===== src/hw/rtl/dsph_pkg.sv =====
package dsph_pkg;

    // Step limit of the arctangent table and minimum root steps
    localparam int MAX_STEPS  = 24;
    localparam int ROOT_STEPS = 16;

    // Datapath widths: coordinates carry the axis scaled by 2^8, angles are 2^-16 rad
    localparam int CW = 28;
    localparam int ZW = 22;

    localparam logic signed [ZW-1:0] Q16_HALF_PI = 22'sd102944;
    localparam logic signed [ZW-1:0] Q16_PI      = 22'sd205887;
    localparam logic signed [ZW-1:0] Q16_TWO_PI  = 22'sd411775;
    localparam logic signed [18:0]   Q13_HALF_PI = 19'sd12868;
    localparam logic signed [CW-1:0] CORDIC_GAIN = 28'sd5094007;

    // Register index, taken from paddr[2]
    localparam logic REG_DEADZONE = 1'b0;

    localparam logic [14:0] DEADZONE_RESET = 15'd3277;

    typedef struct packed {
        logic load;
        logic step;
        logic vec;
    } t_cordic_cmd;

    typedef struct packed {
        logic load_in;
        logic sel_right;
        logic vec_load;
        logic sq_y;
        logic sq_sum;
        logic vec_iter;
        logic vec_fin;
        logic rot_load;
        logic rot_wrap;
        logic rot_fold;
        logic rot_iter;
        logic rot_fin;
    } t_cmd;

    function automatic logic [15:0] atan_q16(input logic [4:0] idx);
        logic [15:0] v;
        case (idx)
            5'd0:    v = 16'd51472;
            5'd1:    v = 16'd30385;
            5'd2:    v = 16'd16055;
            5'd3:    v = 16'd8150;
            5'd4:    v = 16'd4091;
            5'd5:    v = 16'd2047;
            5'd6:    v = 16'd1024;
            5'd7:    v = 16'd512;
            5'd8:    v = 16'd256;
            5'd9:    v = 16'd128;
            5'd10:   v = 16'd64;
            5'd11:   v = 16'd32;
            5'd12:   v = 16'd16;
            5'd13:   v = 16'd8;
            5'd14:   v = 16'd4;
            5'd15:   v = 16'd2;
            5'd16:   v = 16'd1;
            default: v = 16'd0;
        endcase
        return v;
    endfunction

endpackage


===== src/hw/rtl/dsph_isqrt.sv =====
module dsph_isqrt (
    input  logic        i_clk,
    input  logic        i_start,
    input  logic        i_step,
    input  logic [31:0] i_n,
    output logic [15:0] o_root
);

    logic [31:0] r_rem;
    logic [31:0] r_root;
    logic [31:0] r_bit;
    logic [32:0] w_trial;
    logic [31:0] w_round;

    assign w_trial = {1'b0, r_root} + {1'b0, r_bit};

    // one result bit per step; idle once the probe bit has shifted out
    always_ff @(posedge i_clk) begin
        if (i_start) begin
            r_rem  <= i_n;
            r_root <= '0;
            r_bit  <= 32'h4000_0000;
        end else if (i_step && (r_bit != '0)) begin
            if ({1'b0, r_rem} >= w_trial) begin
                r_rem  <= r_rem - w_trial[31:0];
                r_root <= (r_root >> 1) + r_bit;
            end else begin
                r_root <= r_root >> 1;
            end
            r_bit <= r_bit >> 2;
        end
    end

    // round to nearest: bump when the remainder exceeds the root
    assign w_round = r_root + ((r_rem > r_root) ? 32'd1 : 32'd0);
    assign o_root  = w_round[15:0];

endmodule


===== src/hw/rtl/dsph_cordic.sv =====
module dsph_cordic #(
    parameter int CNT_W = 5
) (
    input  logic                             i_clk,
    input  dsph_pkg::t_cordic_cmd            i_cmd,
    input  logic [CNT_W-1:0]                 i_idx,
    input  logic signed [dsph_pkg::CW-1:0]   i_x,
    input  logic signed [dsph_pkg::CW-1:0]   i_y,
    input  logic signed [dsph_pkg::ZW-1:0]   i_z,
    output logic signed [dsph_pkg::CW-1:0]   o_x,
    output logic signed [dsph_pkg::CW-1:0]   o_y,
    output logic signed [dsph_pkg::ZW-1:0]   o_z
);

    logic signed [dsph_pkg::CW-1:0] r_x;
    logic signed [dsph_pkg::CW-1:0] r_y;
    logic signed [dsph_pkg::ZW-1:0] r_z;
    logic signed [dsph_pkg::CW-1:0] w_dx;
    logic signed [dsph_pkg::CW-1:0] w_dy;
    logic signed [dsph_pkg::ZW-1:0] w_at;
    logic                           w_up;

    assign w_dx = r_y >>> i_idx;
    assign w_dy = r_x >>> i_idx;
    assign w_at = $signed(dsph_pkg::ZW'(dsph_pkg::atan_q16(5'(i_idx))));

    // vectoring drives y towards zero, rotation drives z towards zero
    assign w_up = i_cmd.vec ? !r_y[dsph_pkg::CW-1] : r_z[dsph_pkg::ZW-1];

    always_ff @(posedge i_clk) begin
        if (i_cmd.load) begin
            r_x <= i_x;
            r_y <= i_y;
            r_z <= i_z;
        end else if (i_cmd.step) begin
            if (w_up) begin
                r_x <= r_x + w_dx;
                r_y <= r_y - w_dy;
                r_z <= r_z + w_at;
            end else begin
                r_x <= r_x - w_dx;
                r_y <= r_y + w_dy;
                r_z <= r_z - w_at;
            end
        end
    end

    assign o_x = r_x;
    assign o_y = r_y;
    assign o_z = r_z;

endmodule


===== src/hw/rtl/dsph_dp.sv =====
module dsph_dp #(
    parameter int STEPS = 16,
    parameter int ITERS = 16
) (
    input  logic                       i_clk,
    input  logic                       i_rst_n,
    input  dsph_pkg::t_cmd             i_cmd,
    input  logic [$clog2(ITERS)-1:0]   i_cnt,
    input  logic [14:0]                i_deadzone,
    input  logic signed [15:0]         i_left_x,
    input  logic signed [15:0]         i_left_y,
    input  logic signed [15:0]         i_right_x,
    input  logic signed [15:0]         i_right_y,
    input  logic signed [15:0]         i_camera_yaw,
    output logic [15:0]                o_left_speed,
    output logic signed [16:0]         o_left_angle,
    output logic [15:0]                o_right_speed,
    output logic signed [16:0]         o_right_angle,
    output logic signed [15:0]         o_heading_x,
    output logic signed [15:0]         o_heading_y
);

    localparam int CNT_W = $clog2(ITERS);
    localparam int CW    = dsph_pkg::CW;
    localparam int ZW    = dsph_pkg::ZW;

    function automatic logic signed [15:0] sat16(input logic signed [20:0] v);
        logic signed [15:0] r;
        if (v > 21'sd32767) begin
            r = 16'sh7FFF;
        end else if (v < -21'sd32768) begin
            r = 16'sh8000;
        end else begin
            r = v[15:0];
        end
        return r;
    endfunction

    logic signed [15:0] r_lx, r_ly, r_rx, r_ry, r_yaw;
    logic signed [15:0] w_sx, w_sy;
    logic [16:0]        w_ax, w_ay;
    logic               r_active, r_zero_ang, r_flip;
    logic signed [15:0] w_op;
    logic signed [31:0] w_sq;
    logic [30:0]        r_prod;
    logic [31:0]        r_sum;
    logic [31:0]        w_n;
    logic [15:0]        w_root;

    logic signed [16:0] r_held_l, r_held_r;
    logic [15:0]        r_speed_l, r_speed_r;

    dsph_pkg::t_cordic_cmd   w_ccmd;
    logic signed [CW-1:0]    w_x0, w_y0, w_cx, w_cy;
    logic signed [ZW-1:0]    w_z0, w_cz;
    logic signed [CW-1:0]    w_sx_s, w_sy_s;
    logic signed [17:0]      w_diff;
    logic signed [ZW-1:0]    w_zwrap, w_zfold;
    logic                    w_fold;
    logic signed [ZW-1:0]    w_zr;
    logic signed [18:0]      w_a19, w_ang;
    logic signed [CW-1:0]    w_xr_full, w_yr_full;
    logic signed [20:0]      w_xr, w_yr, w_c, w_s;

    // stick under work
    assign w_sx = i_cmd.sel_right ? r_rx : r_lx;
    assign w_sy = i_cmd.sel_right ? r_ry : r_ly;

    assign w_ax = w_sx[15] ? (17'd0 - {1'b1, w_sx}) : {1'b0, w_sx};
    assign w_ay = w_sy[15] ? (17'd0 - {1'b1, w_sy}) : {1'b0, w_sy};

    // squares through one shared multiplier: x first, then y
    assign w_op = i_cmd.sq_y ? w_sy : w_sx;
    assign w_sq = w_op * w_op;
    assign w_n  = r_sum + {1'b0, r_prod};

    dsph_isqrt u_isqrt (
        .i_clk   (i_clk),
        .i_start (i_cmd.sq_sum),
        .i_step  (i_cmd.vec_iter),
        .i_n     (w_n),
        .o_root  (w_root)
    );

    // vectoring start: fold the left half plane by a quarter turn
    assign w_sx_s = {{(CW-24){w_sx[15]}}, w_sx, 8'd0};
    assign w_sy_s = {{(CW-24){w_sy[15]}}, w_sy, 8'd0};

    // rotation start: held left angle minus yaw, to 2^-16 rad
    assign w_diff = {r_held_l[16], r_held_l} - {{2{r_yaw[15]}}, r_yaw};

    always_comb begin
        w_zwrap = w_cz;
        if (w_cz > dsph_pkg::Q16_PI) begin
            w_zwrap = w_cz - dsph_pkg::Q16_TWO_PI;
        end else if (w_cz < -dsph_pkg::Q16_PI) begin
            w_zwrap = w_cz + dsph_pkg::Q16_TWO_PI;
        end
    end

    always_comb begin
        w_zfold = w_cz;
        w_fold  = 1'b0;
        if (w_cz > dsph_pkg::Q16_HALF_PI) begin
            w_zfold = w_cz - dsph_pkg::Q16_PI;
            w_fold  = 1'b1;
        end else if (w_cz < -dsph_pkg::Q16_HALF_PI) begin
            w_zfold = w_cz + dsph_pkg::Q16_PI;
            w_fold  = 1'b1;
        end
    end

    always_comb begin
        w_x0 = dsph_pkg::CORDIC_GAIN;
        w_y0 = '0;
        w_z0 = '0;
        if (i_cmd.vec_load) begin
            if (w_sx[15]) begin
                if (!w_sy[15]) begin
                    w_x0 = w_sy_s;
                    w_y0 = w_sx_s;
                    w_z0 = -dsph_pkg::Q16_HALF_PI;
                end else begin
                    w_x0 = -w_sy_s;
                    w_y0 = -w_sx_s;
                    w_z0 = dsph_pkg::Q16_HALF_PI;
                end
            end else begin
                w_x0 = w_sx_s;
                w_y0 = -w_sy_s;
            end
        end else if (i_cmd.rot_load) begin
            w_z0 = {{(ZW-21){w_diff[17]}}, w_diff, 3'b000};
        end else if (i_cmd.rot_wrap) begin
            w_z0 = w_zwrap;
        end else begin
            w_z0 = w_zfold;
        end
    end

    assign w_ccmd.load = i_cmd.vec_load | i_cmd.rot_load | i_cmd.rot_wrap | i_cmd.rot_fold;
    assign w_ccmd.step = (i_cmd.vec_iter && ({1'b0, i_cnt} < (CNT_W+1)'(STEPS)))
                         || i_cmd.rot_iter;
    assign w_ccmd.vec  = i_cmd.vec_iter;

    dsph_cordic #(
        .CNT_W (CNT_W)
    ) u_cordic (
        .i_clk (i_clk),
        .i_cmd (w_ccmd),
        .i_idx (i_cnt),
        .i_x   (w_x0),
        .i_y   (w_y0),
        .i_z   (w_z0),
        .o_x   (w_cx),
        .o_y   (w_cy),
        .o_z   (w_cz)
    );

    // angle to Q3.13 with rounding, then the quarter turn unless exactly zero
    assign w_zr  = w_cz + ZW'(4);
    assign w_a19 = 19'(w_zr >>> 3);
    assign w_ang = r_zero_ang ? 19'sd0
                 : ((w_a19 != 19'sd0) ? (w_a19 - dsph_pkg::Q13_HALF_PI) : w_a19);

    // sine and cosine to Q1.15 with rounding, undo the half-turn fold
    assign w_xr_full = (w_cx + CW'(128)) >>> 8;
    assign w_yr_full = (w_cy + CW'(128)) >>> 8;
    assign w_xr      = w_xr_full[20:0];
    assign w_yr      = w_yr_full[20:0];
    assign w_c       = r_flip ? -w_xr : w_xr;
    assign w_s       = r_flip ? w_yr : -w_yr;

    always_ff @(posedge i_clk) begin
        if (i_cmd.load_in) begin
            r_lx  <= i_left_x;
            r_ly  <= i_left_y;
            r_rx  <= i_right_x;
            r_ry  <= i_right_y;
            r_yaw <= i_camera_yaw;
        end
        if (i_cmd.vec_load) begin
            r_active   <= (w_ax > {2'b00, i_deadzone}) || (w_ay > {2'b00, i_deadzone});
            r_zero_ang <= (w_sy == 16'sd0) && !w_sx[15] && (w_sx != 16'sd0);
        end
        if (i_cmd.vec_load || i_cmd.sq_y) begin
            r_prod <= w_sq[30:0];
        end
        if (i_cmd.sq_y) begin
            r_sum <= {1'b0, r_prod};
        end
        if (i_cmd.rot_fold) begin
            r_flip <= w_fold;
        end
        if (i_cmd.vec_fin) begin
            if (i_cmd.sel_right) begin
                r_speed_r <= r_active ? w_root : 16'd0;
            end else begin
                r_speed_l <= r_active ? w_root : 16'd0;
            end
        end
        if (i_cmd.rot_fin) begin
            o_left_speed  <= r_speed_l;
            o_left_angle  <= r_held_l;
            o_right_speed <= r_speed_r;
            o_right_angle <= r_held_r;
            o_heading_x   <= sat16(w_c);
            o_heading_y   <= sat16(w_s);
        end
    end

    // held angles: kept while the stick rests in the deadzone
    always_ff @(posedge i_clk) begin
        if (!i_rst_n) begin
            r_held_l <= '0;
            r_held_r <= '0;
        end else if (i_cmd.vec_fin && r_active) begin
            if (i_cmd.sel_right) begin
                r_held_r <= w_ang[16:0];
            end else begin
                r_held_l <= w_ang[16:0];
            end
        end
    end

endmodule


===== src/hw/rtl/dsph_ctrl.sv =====
module dsph_ctrl #(
    parameter int STEPS = 16,
    parameter int ITERS = 16
) (
    input  logic                      i_clk,
    input  logic                      i_rst_n,
    input  logic                      i_in_valid,
    output logic                      o_in_stall,
    output logic                      o_out_valid,
    input  logic                      i_out_stall,
    output dsph_pkg::t_cmd            o_cmd,
    output logic [$clog2(ITERS)-1:0]  o_cnt
);

    localparam int CNT_W = $clog2(ITERS);

    typedef enum logic [10:0] {
        ST_IDLE   = 11'b000_0000_0001,
        ST_V_LOAD = 11'b000_0000_0010,
        ST_V_SQY  = 11'b000_0000_0100,
        ST_V_SUM  = 11'b000_0000_1000,
        ST_V_ITER = 11'b000_0001_0000,
        ST_V_FIN  = 11'b000_0010_0000,
        ST_R_LOAD = 11'b000_0100_0000,
        ST_R_WRAP = 11'b000_1000_0000,
        ST_R_FOLD = 11'b001_0000_0000,
        ST_R_ITER = 11'b010_0000_0000,
        ST_R_FIN  = 11'b100_0000_0000
    } t_state;

    t_state           r_state, n_state;
    logic [CNT_W-1:0] r_cnt, n_cnt;
    logic             r_right, n_right;
    logic             r_out_valid, n_out_valid;
    logic             w_out_free;

    assign w_out_free = !r_out_valid || !i_out_stall;

    always_comb begin
        n_state     = r_state;
        n_cnt       = r_cnt;
        n_right     = r_right;
        n_out_valid = r_out_valid && i_out_stall;
        o_cmd       = '0;
        o_cmd.sel_right = r_right;
        unique case (r_state)
            ST_IDLE: begin
                if (i_in_valid) begin
                    o_cmd.load_in = 1'b1;
                    n_right       = 1'b0;
                    n_state       = ST_V_LOAD;
                end
            end
            ST_V_LOAD: begin
                o_cmd.vec_load = 1'b1;
                n_state        = ST_V_SQY;
            end
            ST_V_SQY: begin
                o_cmd.sq_y = 1'b1;
                n_state    = ST_V_SUM;
            end
            ST_V_SUM: begin
                o_cmd.sq_sum = 1'b1;
                n_cnt        = '0;
                n_state      = ST_V_ITER;
            end
            ST_V_ITER: begin
                o_cmd.vec_iter = 1'b1;
                if (r_cnt == CNT_W'(ITERS - 1)) begin
                    n_state = ST_V_FIN;
                end else begin
                    n_cnt = r_cnt + 1'b1;
                end
            end
            ST_V_FIN: begin
                o_cmd.vec_fin = 1'b1;
                if (r_right) begin
                    n_state = ST_R_LOAD;
                end else begin
                    n_right = 1'b1;
                    n_state = ST_V_LOAD;
                end
            end
            ST_R_LOAD: begin
                o_cmd.rot_load = 1'b1;
                n_state        = ST_R_WRAP;
            end
            ST_R_WRAP: begin
                o_cmd.rot_wrap = 1'b1;
                n_state        = ST_R_FOLD;
            end
            ST_R_FOLD: begin
                o_cmd.rot_fold = 1'b1;
                n_cnt          = '0;
                n_state        = ST_R_ITER;
            end
            ST_R_ITER: begin
                o_cmd.rot_iter = 1'b1;
                if (r_cnt == CNT_W'(STEPS - 1)) begin
                    n_state = ST_R_FIN;
                end else begin
                    n_cnt = r_cnt + 1'b1;
                end
            end
            ST_R_FIN: begin
                if (w_out_free) begin
                    o_cmd.rot_fin = 1'b1;
                    n_out_valid   = 1'b1;
                    n_state       = ST_IDLE;
                end
            end
            default: begin
                n_state = ST_IDLE;
            end
        endcase
    end

    always_ff @(posedge i_clk) begin
        if (!i_rst_n) begin
            r_state     <= ST_IDLE;
            r_cnt       <= '0;
            r_right     <= 1'b0;
            r_out_valid <= 1'b0;
        end else begin
            r_state     <= n_state;
            r_cnt       <= n_cnt;
            r_right     <= n_right;
            r_out_valid <= n_out_valid;
        end
    end

    assign o_in_stall  = (r_state != ST_IDLE);
    assign o_out_valid = r_out_valid;
    assign o_cnt       = r_cnt;

    a_valid_from_fin: assert property (@(posedge i_clk) disable iff (!i_rst_n)
        $rose(r_out_valid) |-> $past(r_state == ST_R_FIN))
        else $error("result raised outside the final step");

    a_vec_count: assert property (@(posedge i_clk) disable iff (!i_rst_n)
        (r_state == ST_V_ITER) |-> (r_cnt <= CNT_W'(ITERS - 1)))
        else $error("vectoring count overran");

    a_hold_fin: assert property (@(posedge i_clk) disable iff (!i_rst_n)
        (r_state == ST_R_FIN && r_out_valid && i_out_stall) |=> (r_state == ST_R_FIN))
        else $error("final step left while the result register was occupied");

    a_right_after_left: assert property (@(posedge i_clk) disable iff (!i_rst_n)
        (r_state == ST_R_LOAD) |-> r_right)
        else $error("rotation started before the right stick was done");

endmodule


===== src/hw/rtl/dual_stick_polar_heading.sv =====
// Dual stick polar heading. Each request carries both stick samples (Q1.15) and a camera
// yaw (Q3.13 rad) and yields exactly one result: per stick the rounded magnitude and the
// angle atan2(-y, x) less a quarter turn (zero angle stays zero), held while the stick
// sits inside the deadzone (neither axis magnitude above it), plus the heading
// (cos, -sin) of held left angle minus yaw, saturated to Q1.15. One CORDIC unit is shared:
// vectoring for the left stick, then the right stick, then rotation for the heading; a
// bit-serial square root runs alongside each vectoring pass. A new request is taken only
// while the block is idle, that is once the previous request has been through all passes
// of the shared CORDIC unit and its result is registered. The result sits in an output
// register, so a new request is taken while the previous result still waits; the next
// result is held back only if the old one is still stalled. Deadzone register at byte
// address 0 (APB, 15 bits,
// reset 3277); write it only while the block is idle.
module dual_stick_polar_heading #(
    parameter int CORDIC_STEPS = 16
) (
    input  logic               i_clk,
    input  logic               i_rst_n,
    // request channel
    input  logic               i_in_valid,
    output logic               o_in_stall,
    input  logic signed [15:0] i_left_x,
    input  logic signed [15:0] i_left_y,
    input  logic signed [15:0] i_right_x,
    input  logic signed [15:0] i_right_y,
    input  logic signed [15:0] i_camera_yaw,
    // result channel
    output logic               o_out_valid,
    input  logic               i_out_stall,
    output logic [15:0]        o_left_speed,
    output logic signed [16:0] o_left_angle,
    output logic [15:0]        o_right_speed,
    output logic signed [16:0] o_right_angle,
    output logic signed [15:0] o_heading_x,
    output logic signed [15:0] o_heading_y,
    // configuration
    input  logic               psel,
    input  logic               penable,
    input  logic               pwrite,
    input  logic [2:0]         paddr,
    input  logic [31:0]        pwdata,
    output logic [31:0]        prdata,
    output logic               pready
);

    // step count is clamped to the arctangent table; the root always needs 16 steps
    localparam int STEPS = (CORDIC_STEPS > dsph_pkg::MAX_STEPS) ? dsph_pkg::MAX_STEPS
                                                                : CORDIC_STEPS;
    localparam int ITERS = (STEPS > dsph_pkg::ROOT_STEPS) ? STEPS : dsph_pkg::ROOT_STEPS;

    dsph_pkg::t_cmd           w_cmd;
    logic [$clog2(ITERS)-1:0] w_cnt;
    logic [14:0]              r_deadzone;
    logic                     w_wr;

    // configuration: paddr[2] picks the register; anything beyond deadzone is dropped
    assign pready = 1'b1;
    assign w_wr   = psel && penable && pwrite;

    always_ff @(posedge i_clk) begin
        if (!i_rst_n) begin
            r_deadzone <= dsph_pkg::DEADZONE_RESET;
        end else if (w_wr && (paddr[2] == dsph_pkg::REG_DEADZONE)) begin
            r_deadzone <= pwdata[14:0];
        end
    end

    assign prdata = (paddr[2] == dsph_pkg::REG_DEADZONE) ? {17'd0, r_deadzone} : 32'd0;

    // sequencer: walks left vectoring, right vectoring, heading rotation
    dsph_ctrl #(
        .STEPS (STEPS),
        .ITERS (ITERS)
    ) u_ctrl (
        .i_clk       (i_clk),
        .i_rst_n     (i_rst_n),
        .i_in_valid  (i_in_valid),
        .o_in_stall  (o_in_stall),
        .o_out_valid (o_out_valid),
        .i_out_stall (i_out_stall),
        .o_cmd       (w_cmd),
        .o_cnt       (w_cnt)
    );

    // arithmetic: squares, root, shared CORDIC, held angles and the result register
    dsph_dp #(
        .STEPS (STEPS),
        .ITERS (ITERS)
    ) u_dp (
        .i_clk         (i_clk),
        .i_rst_n       (i_rst_n),
        .i_cmd         (w_cmd),
        .i_cnt         (w_cnt),
        .i_deadzone    (r_deadzone),
        .i_left_x      (i_left_x),
        .i_left_y      (i_left_y),
        .i_right_x     (i_right_x),
        .i_right_y     (i_right_y),
        .i_camera_yaw  (i_camera_yaw),
        .o_left_speed  (o_left_speed),
        .o_left_angle  (o_left_angle),
        .o_right_speed (o_right_speed),
        .o_right_angle (o_right_angle),
        .o_heading_x   (o_heading_x),
        .o_heading_y   (o_heading_y)
    );

endmodule


===== config.mk =====
export PLATFORM = sky130hd
export DESIGN_NAME = dual_stick_polar_heading
export DESIGN_NICKNAME = d
export VERILOG_FILES = /design/src/hw/rtl/dsph_pkg.sv /design/src/hw/rtl/dsph_isqrt.sv /design/src/hw/rtl/dsph_cordic.sv /design/src/hw/rtl/dsph_dp.sv /design/src/hw/rtl/dsph_ctrl.sv /design/src/hw/rtl/dual_stick_polar_heading.sv
export SDC_FILE = /design/constraint.sdc
export NUM_CORES = 2
export LEC_CHECK = 0
export BUFFER_PORTS_ARGS = -buffer_cell sky130_fd_sc_hd__buf_2
export CORE_ASPECT_RATIO = 0.9
export CORE_MARGIN = 1.5
export CORE_UTILIZATION = 29
export DETAILED_ROUTE_END_ITERATION = 8
export GPL_ROUTABILITY_DRIVEN = 0
export GPL_TIMING_DRIVEN = 1
export PLACE_DENSITY = 0.55
export SYNTH_ARGS = -nofsm -noshare
export SYNTH_HDL_FRONTEND = slang
export SYNTH_SLANG_ARGS = --single-unit

===== constraint.sdc =====
create_clock -name i_clk -period 23.2 [get_ports i_clk]
set_clock_uncertainty 0.15 [all_clocks]
set_input_delay 2.32 -clock i_clk [delete_from_list [all_inputs] [get_ports i_clk]]
set_output_delay 2.32 -clock i_clk [all_outputs]
set_load 0.01 [all_outputs]

## Word-level counts from Yosys, hierarchy flattened

Memories as Yosys holds them, arrays and structs flattened. A register that Yosys moved wholly into a read port is not among the register bits.
Cells that the tools add are included.

- Flip-flop bits (word level): 499
- Bits in latches: 0
- Bits in writable memories: 0
- Bits in read-only memories: 256
- Input bits: 122
- Output and inout port bits: 133
- Memories kept: 1

Memories:

| memory | words | bits a word | rd ports | clocked after Yosys merged registers in | write ports | line | RTL |
|---|---|---|---|---|---|---|---|
| (no name shown) | 16 | 16 | 1 | 1 | 0 | dsph_pkg.sv:45 | `case (idx)` |

- Add/subtract/negate cells: 27
- $mul: 1
- Divide/modulo/power cells: 0
- Magnitude comparators: 12
- Equal/unequal tests: 20
- Shift-type cells: 2
- Muxes and demuxes: 71
- Bitwise operators: 5
- Reduce and logical (&&, ||, !) cells: 36

Operators by type and width:

| kind | count |
|---|---|
| 2-to-1 mux 28 bit | 12 |
| 2-to-1 mux 22 bit | 12 |
| 2-to-1 mux 32 bit | 4 |
| case mux 11 bit (11 select lines) | 1 |
| 2-to-1 mux 16 bit | 6 |
| 2-to-1 mux 17 bit | 4 |
| adder 31 x 31 -> 32 bit | 2 |
| adder 28 bit | 2 |
| adder 28 x 9 -> 28 bit, second input constant | 2 |
| negator 24 -> 28 bit | 2 |
| >>> shifter 28 x 4 -> 28 bit | 2 |
| subtractor 28 bit | 2 |
| 2-to-1 mux 11 bit | 4 |
| greater-than comparator 21 x 16 -> 1 bit, second input constant | 2 |
| < comparator 21 x 16 -> 1 bit, second input constant | 2 |
| 2-to-1 mux 21 bit | 2 |
| negator 20 -> 21 bit | 2 |
| greater-than comparator 17 x 15 -> 1 bit | 2 |
| subtractor 1 x 17 -> 17 bit, first input constant | 2 |
| adder 32 x 31 -> 33 bit | 1 |
| >= comparator 32 x 33 -> 1 bit | 1 |
| greater-than comparator 32 bit | 1 |
| nonzero test 32 bit | 1 |
| subtractor 32 bit | 1 |
| other kinds (52) | 102 |

## Depth between registers and ports, before layout

- Depth in word-level cells: 7
- Gate-level depth with buffers: 33
- Depth with buffers taken out: 30

## By module

A second synthesis with hierarchy kept.

- Cell total of the unflattened synthesis: 5,541
- Area, all modules: 49,807.8 um^2

By module, submodules not included:

| module | times used | cells each | area each (um^2) | sequential area each (um^2) |
|---|---|---|---|---|
| dsph_dp | 1 | 2,959 | 28,283.4 | 8,878.5 |
| dsph_cordic | 1 | 1,390 | 11,758.8 | 2,342.2 |
| dsph_isqrt | 1 | 981 | 7,845.0 | 1,921.8 |
| dsph_ctrl | 1 | 109 | 1,017.2 | 340.3 |
| dual_stick_polar_heading | 1 | 102 | 903.4 | 300.3 |

## Least setup slack after synthesis

OpenSTA, ideal clock, no wires.

- Path kind: register -> register
- Start point: register u_ctrl.r_state[9]
- End point: register u_dp.r_prod[30], data pin
- Library setup time: 260 ps
- Arrival: 7,683 ps
- Required time: 22,790 ps
- Path slack: 15,107 ps
- Cell stages (with the launch flop): 32
- Buffers on the path: 2
- Clock period less this slack: 8,093 ps
- Cell sequence: dfxtp_1 -> clkbuf_1 -> nor3_1 -> nand2_1 -> nor3_1 -> nand4b_1 -> clkbuf_1 -> inv_1 -> o21ai_1 -> inv_1 -> nor2_1 -> xnor2_1 -> ha_1 -> inv_1 -> fa_1 -> inv_1 -> fa_1 -> fa_1 -> fa_1 -> inv_1 -> fa_1 -> inv_1 -> ha_1 -> a21o_1 -> a21oi_1 -> o221ai_1 -> nand2_1 -> o31ai_1 -> o221ai_1 -> o2111ai_1 -> a21oi_1 -> xnor2_1

- Word-level cells in the longest chain between the ends: 4

RTL lines:

| element | line | RTL |
|---|---|---|
| from (decl) | dsph_ctrl.sv:31 | `t_state r_state, n_state;` |
| from (signal assigned) | dsph_ctrl.sv:125 | `r_state <= n_state;` |
| == test 11 x 3 -> 1 bit | dsph_ctrl.sv:46 | `unique case (r_state)` |
| 2-to-1 mux 1 bit | dsph_ctrl.sv:46 |  |
| 2-to-1 mux 16 bit | dsph_dp.sv:73 | `assign w_op = i_cmd.sq_y ? w_sy : w_sx;` |
| named net u_dp.w_op[0] | dsph_dp.sv:43 | `logic signed [15:0] w_op;` |
| multiplier 16 x 16 -> 31 bit | dsph_dp.sv:74 | `assign w_sq = w_op * w_op;` |
| named net u_dp.w_sq[30] | dsph_dp.sv:44 | `logic signed [31:0] w_sq;` |
| to (signal assigned) | dsph_dp.sv:187 | `r_prod <= w_sq[30:0];` |
| to (decl) | dsph_dp.sv:45 | `logic [30:0] r_prod;` |

The timed path passes the listed nets, and every way through them passes these cells.
A chain may end at the register's enable or synchronous reset.

## Final worst setup path

- Start point: register u_ctrl.r_state[7]
- End point: register u_dp.r_prod[30], data pin

- Word-level cells in the longest chain between the ends: 4

RTL lines:

| element | line |
|---|---|
| == test 11 x 3 -> 1 bit | dsph_ctrl.sv:46 |
| 2-to-1 mux 1 bit | dsph_ctrl.sv:46 |
| 2-to-1 mux 16 bit | dsph_dp.sv:73 |
| multiplier 16 x 16 -> 31 bit | dsph_dp.sv:74 |
| named net u_dp.w_sq[30] | dsph_dp.sv:44 |

The timed path passes the listed nets, and every way through them passes these cells.

==> flow_summary_export.csv <==
group,metric,value,unit
drt,wl_per_cell,18.7,um
cells_and_area,drive_above_1_share,9.87,%
drt,top_layer_used,"met5",
floorplanning,die_w,439,um
worst_setup_path,r2r_start,"u_ctrl.r_state[7]$_SDFFE_PN0P_",
cells_and_area,final_common_cell,"nand2_1",
pwr,max-vdd-ir-drop,0.000473,V
drt,route.met3.wl,10400,um
cts,cts_buffer_depth,3,
drt,num_vias,40737,
sta,clock.fmax,106,MHz
sta,setup_viol,0,
sta,hold_viol,0,
yosys,synth_ff_type,"edfxtp_1",
hold_path,holdPathEnd,"u_dp.o_left_speed[13]$_DFFE_PP_",
yosys,synth_edf_count,383,
drt,drtIter0Drc,3371,
sta,min_period,9470,ps
worst_setup_path,required,23460,ps
yosys,avgSynthCellArea,9.05,um^2
placed_design,dpl.hpwl,115000,um
yosys,yosysWarnings,0,
cts,cts_buffers,59,
floorplanning,die_h,395,um
drt,first_pass_iters,5,
global_route,grt_pass1_wl,225000,um
placed_design,post-place-cells,7749,
drt,met2WireLength,62900,um
worst_setup_path,reg2reg_depth,27,
worst_setup_path,regToRegEndpoint,"u_dp.r_prod[30]$_DFFE_PP_",
cts,postCtsResizedCells,0,
pwr,powerDensity,148,nW/um^2
drt,routed_wl,147000,um
cells_and_area,final_core_util,32.4,%
global_route,grt_overflow,0,
yosys,synth-async-reset-ratio,0,%
worst_setup_path,slowest_stage,"fa_1",
global_route,first_global_vias,38076,
sta,whs,268,ps
yosys,ys_seq_area_share,28.5,%
placed_design,placed_area,52800,um^2
cells_and_area,syn_to_final_growth,10.6,%
sta,layout_setup_ws,13730,ps
cells_and_area,final_nets,6308,
cts,path_clk_slew,70,ps
worst_setup_path,crit_path_max_incr_delay,580,ps
cts,cts.sinks,513,
cells_and_area,final_cell_count_no_fill,7862,
sta,rsz0062_at_grt,"false",
run_status,status,"completed",
yosys,synth_cells,5476,
floorplanning,die_area,173000,um^2
sta,worstMarginPinSlew,1070,ps
placed_design,pre_cts_slack,13820,ps
drt,met1_length,69800,um
cts,ctsHoldBuffers,0,
floorplanning,initial_core_util,29.3,%
worst_setup_path,start_kind,"flip-flop",
sta,relSlewSlack,26.4,%
global_route,antenna_found_initial,11,
cts,clock-root-buffer,"clkbuf_16",
global_route,gr-usage-all-layers,16.4,%
worst_setup_path,arrival,9740,ps
drt,vias_per_cell,5.18,
worst_setup_path,r2r_slack,13730,ps
drt,post-route-drc-count,0,
drt,ant_nets,0,
placed_design,portBuffers,217,
hold_path,whs_path_depth,0,
yosys,syn-cell-area,49500,um^2
sta,fin_crit_sh,40.8,%
worst_setup_path,crit_top_cell,"fa_1",
yosys,synth-seq-cells,513,
worst_setup_path,critPathKind,"flip-flop to flip-flop",
cts,post_cts_buffers,0,
pwr,total_power,8.12,mW
cts,worstSkewPairLatency,730,ps
worst_setup_path,critPathMaxFanout,18,
cells_and_area,final_cell_mix,"nand2_1 (514), inv_1 (491), nor2_1 (445), ha_1 (386), edfxtp_1 (383)",
job,drv_cap,0,
hold_path,hp-class,"flip-flop to flip-flop",
yosys,yosysUniqueCellTypes,107,
global_route,grt_max_degree,75,
cts,htree_num_levels,2,
hold_path,hp-start,"u_dp.r_speed_l[13]$_DFFE_PP_",
sta,setup-tns-final,0,ps
sta,slew_viol_final,0,
floorplanning,io_pins,255,
pwr,leakage,22.4,nW
cts,cts_tree,"built",
floorplanning,rows,143,
worst_setup_path,setup.worst_path.end_class,"flip-flop",
floorplanning,core,169000,um^2
cells_and_area,fin_area,54800,um^2
[cell type report]
class,instances,area [um^2]
well taps,2247,2810
clock buffers,69,1560
clock inverters,42,430
fillers,17701,114000
multi-input cells,4215,32500
repair buffers,268,1470
flip-flops and latches,513,14100
diodes,2,5.00
inverters,506,1900
[cell families after synthesis]
family	share of synthesized area (%)
other	0.0152
XOR/XNOR	8.56
buffers and inverters	6.21
flip-flops	28.5
adder cells (fa/ha/maj)	19.3
AO/OA/AOI/OAI	16.3
multiplexers	5.46
AND/OR/NAND/NOR	15.6
[state kept, by name (all words and copies together), names as in the netlist, 22 cells and up]
| signal | cells |
|---|---|
| u_dp.u_isqrt.r_rem | 32 |
| u_dp.u_isqrt.r_root | 32 |
| u_dp.r_prod | 30 |
| u_dp.r_sum | 30 |
| u_dp.u_cordic.o_x | 28 |
| u_dp.u_cordic.o_y | 28 |
| u_dp.u_cordic.o_z | 22 |
[critical path, delay by kind of cell (launching register included)]
kind / cells / cell delay [ps]
flops: 1 / 370
fa+ha+maj: 7 / 3480
compound gates: 6 / 1470
buf+inv: 7 / 1750
xor+xnor: 1 / 100
simple gates: 6 / 1790
[synthesized netlist by cell type, drive strengths merged, types with 59 or more instances]
master	instances	share of area (%)
nor3	102	1.0
o21ai	287	2.9
edfxtp	383	23
nand2	515	3.9
nand3	117	1.2
xnor2	304	5.4
ha	386	9.7
fa	237	9.6
clkbuf	171	1.3
dfxtp	130	5.3
buf	87	1.1
xor2	180	3.2
inv	497	3.8
a21oi	352	3.6
mux2i	126	2.6
a21o	107	1.6
a211oi	67	1.0
and3	59	0.75
nor2	450	3.4
[power by group]
part           switching, mW  internal, mW  leakage [nW]
combinational           3.27          2.46          16.8
clock                  0.433         0.534         0.975
sequential            0.0646          1.36          4.64
total                   3.77          4.35          22.4
[routing by layer]
metal	up-vias	global-route usage [%]
met5	-	0
met4	16	4.51
met3	158	2.31
met2	1285	24.6
met1	19701	24.4
li1	19577	-
[worst max-delay path by stage]
stage / from / to / depth (start not counted)
floorplan: u_ctrl.r_state[9]$_SDFFE_PN0P_ / u_dp.r_prod[30]$_DFFE_PP_ / 31
detailed placement: u_ctrl.r_state[7]$_SDFFE_PN0P_ / u_dp.r_prod[30]$_DFFE_PP_ / 27
finish: u_ctrl.r_state[7]$_SDFFE_PN0P_ / u_dp.r_prod[30]$_DFFE_PP_ / 27
global placement: u_ctrl.r_state[7]$_SDFFE_PN0P_ / u_dp.r_prod[30]$_DFFE_PP_ / 27
global route: u_ctrl.r_state[7]$_SDFFE_PN0P_ / u_dp.r_prod[30]$_DFFE_PP_ / 27
CTS: u_ctrl.r_state[7]$_SDFFE_PN0P_ / u_dp.r_prod[30]$_DFFE_PP_ / 27
No activity file was read; power rests on OpenSTA's default activity.
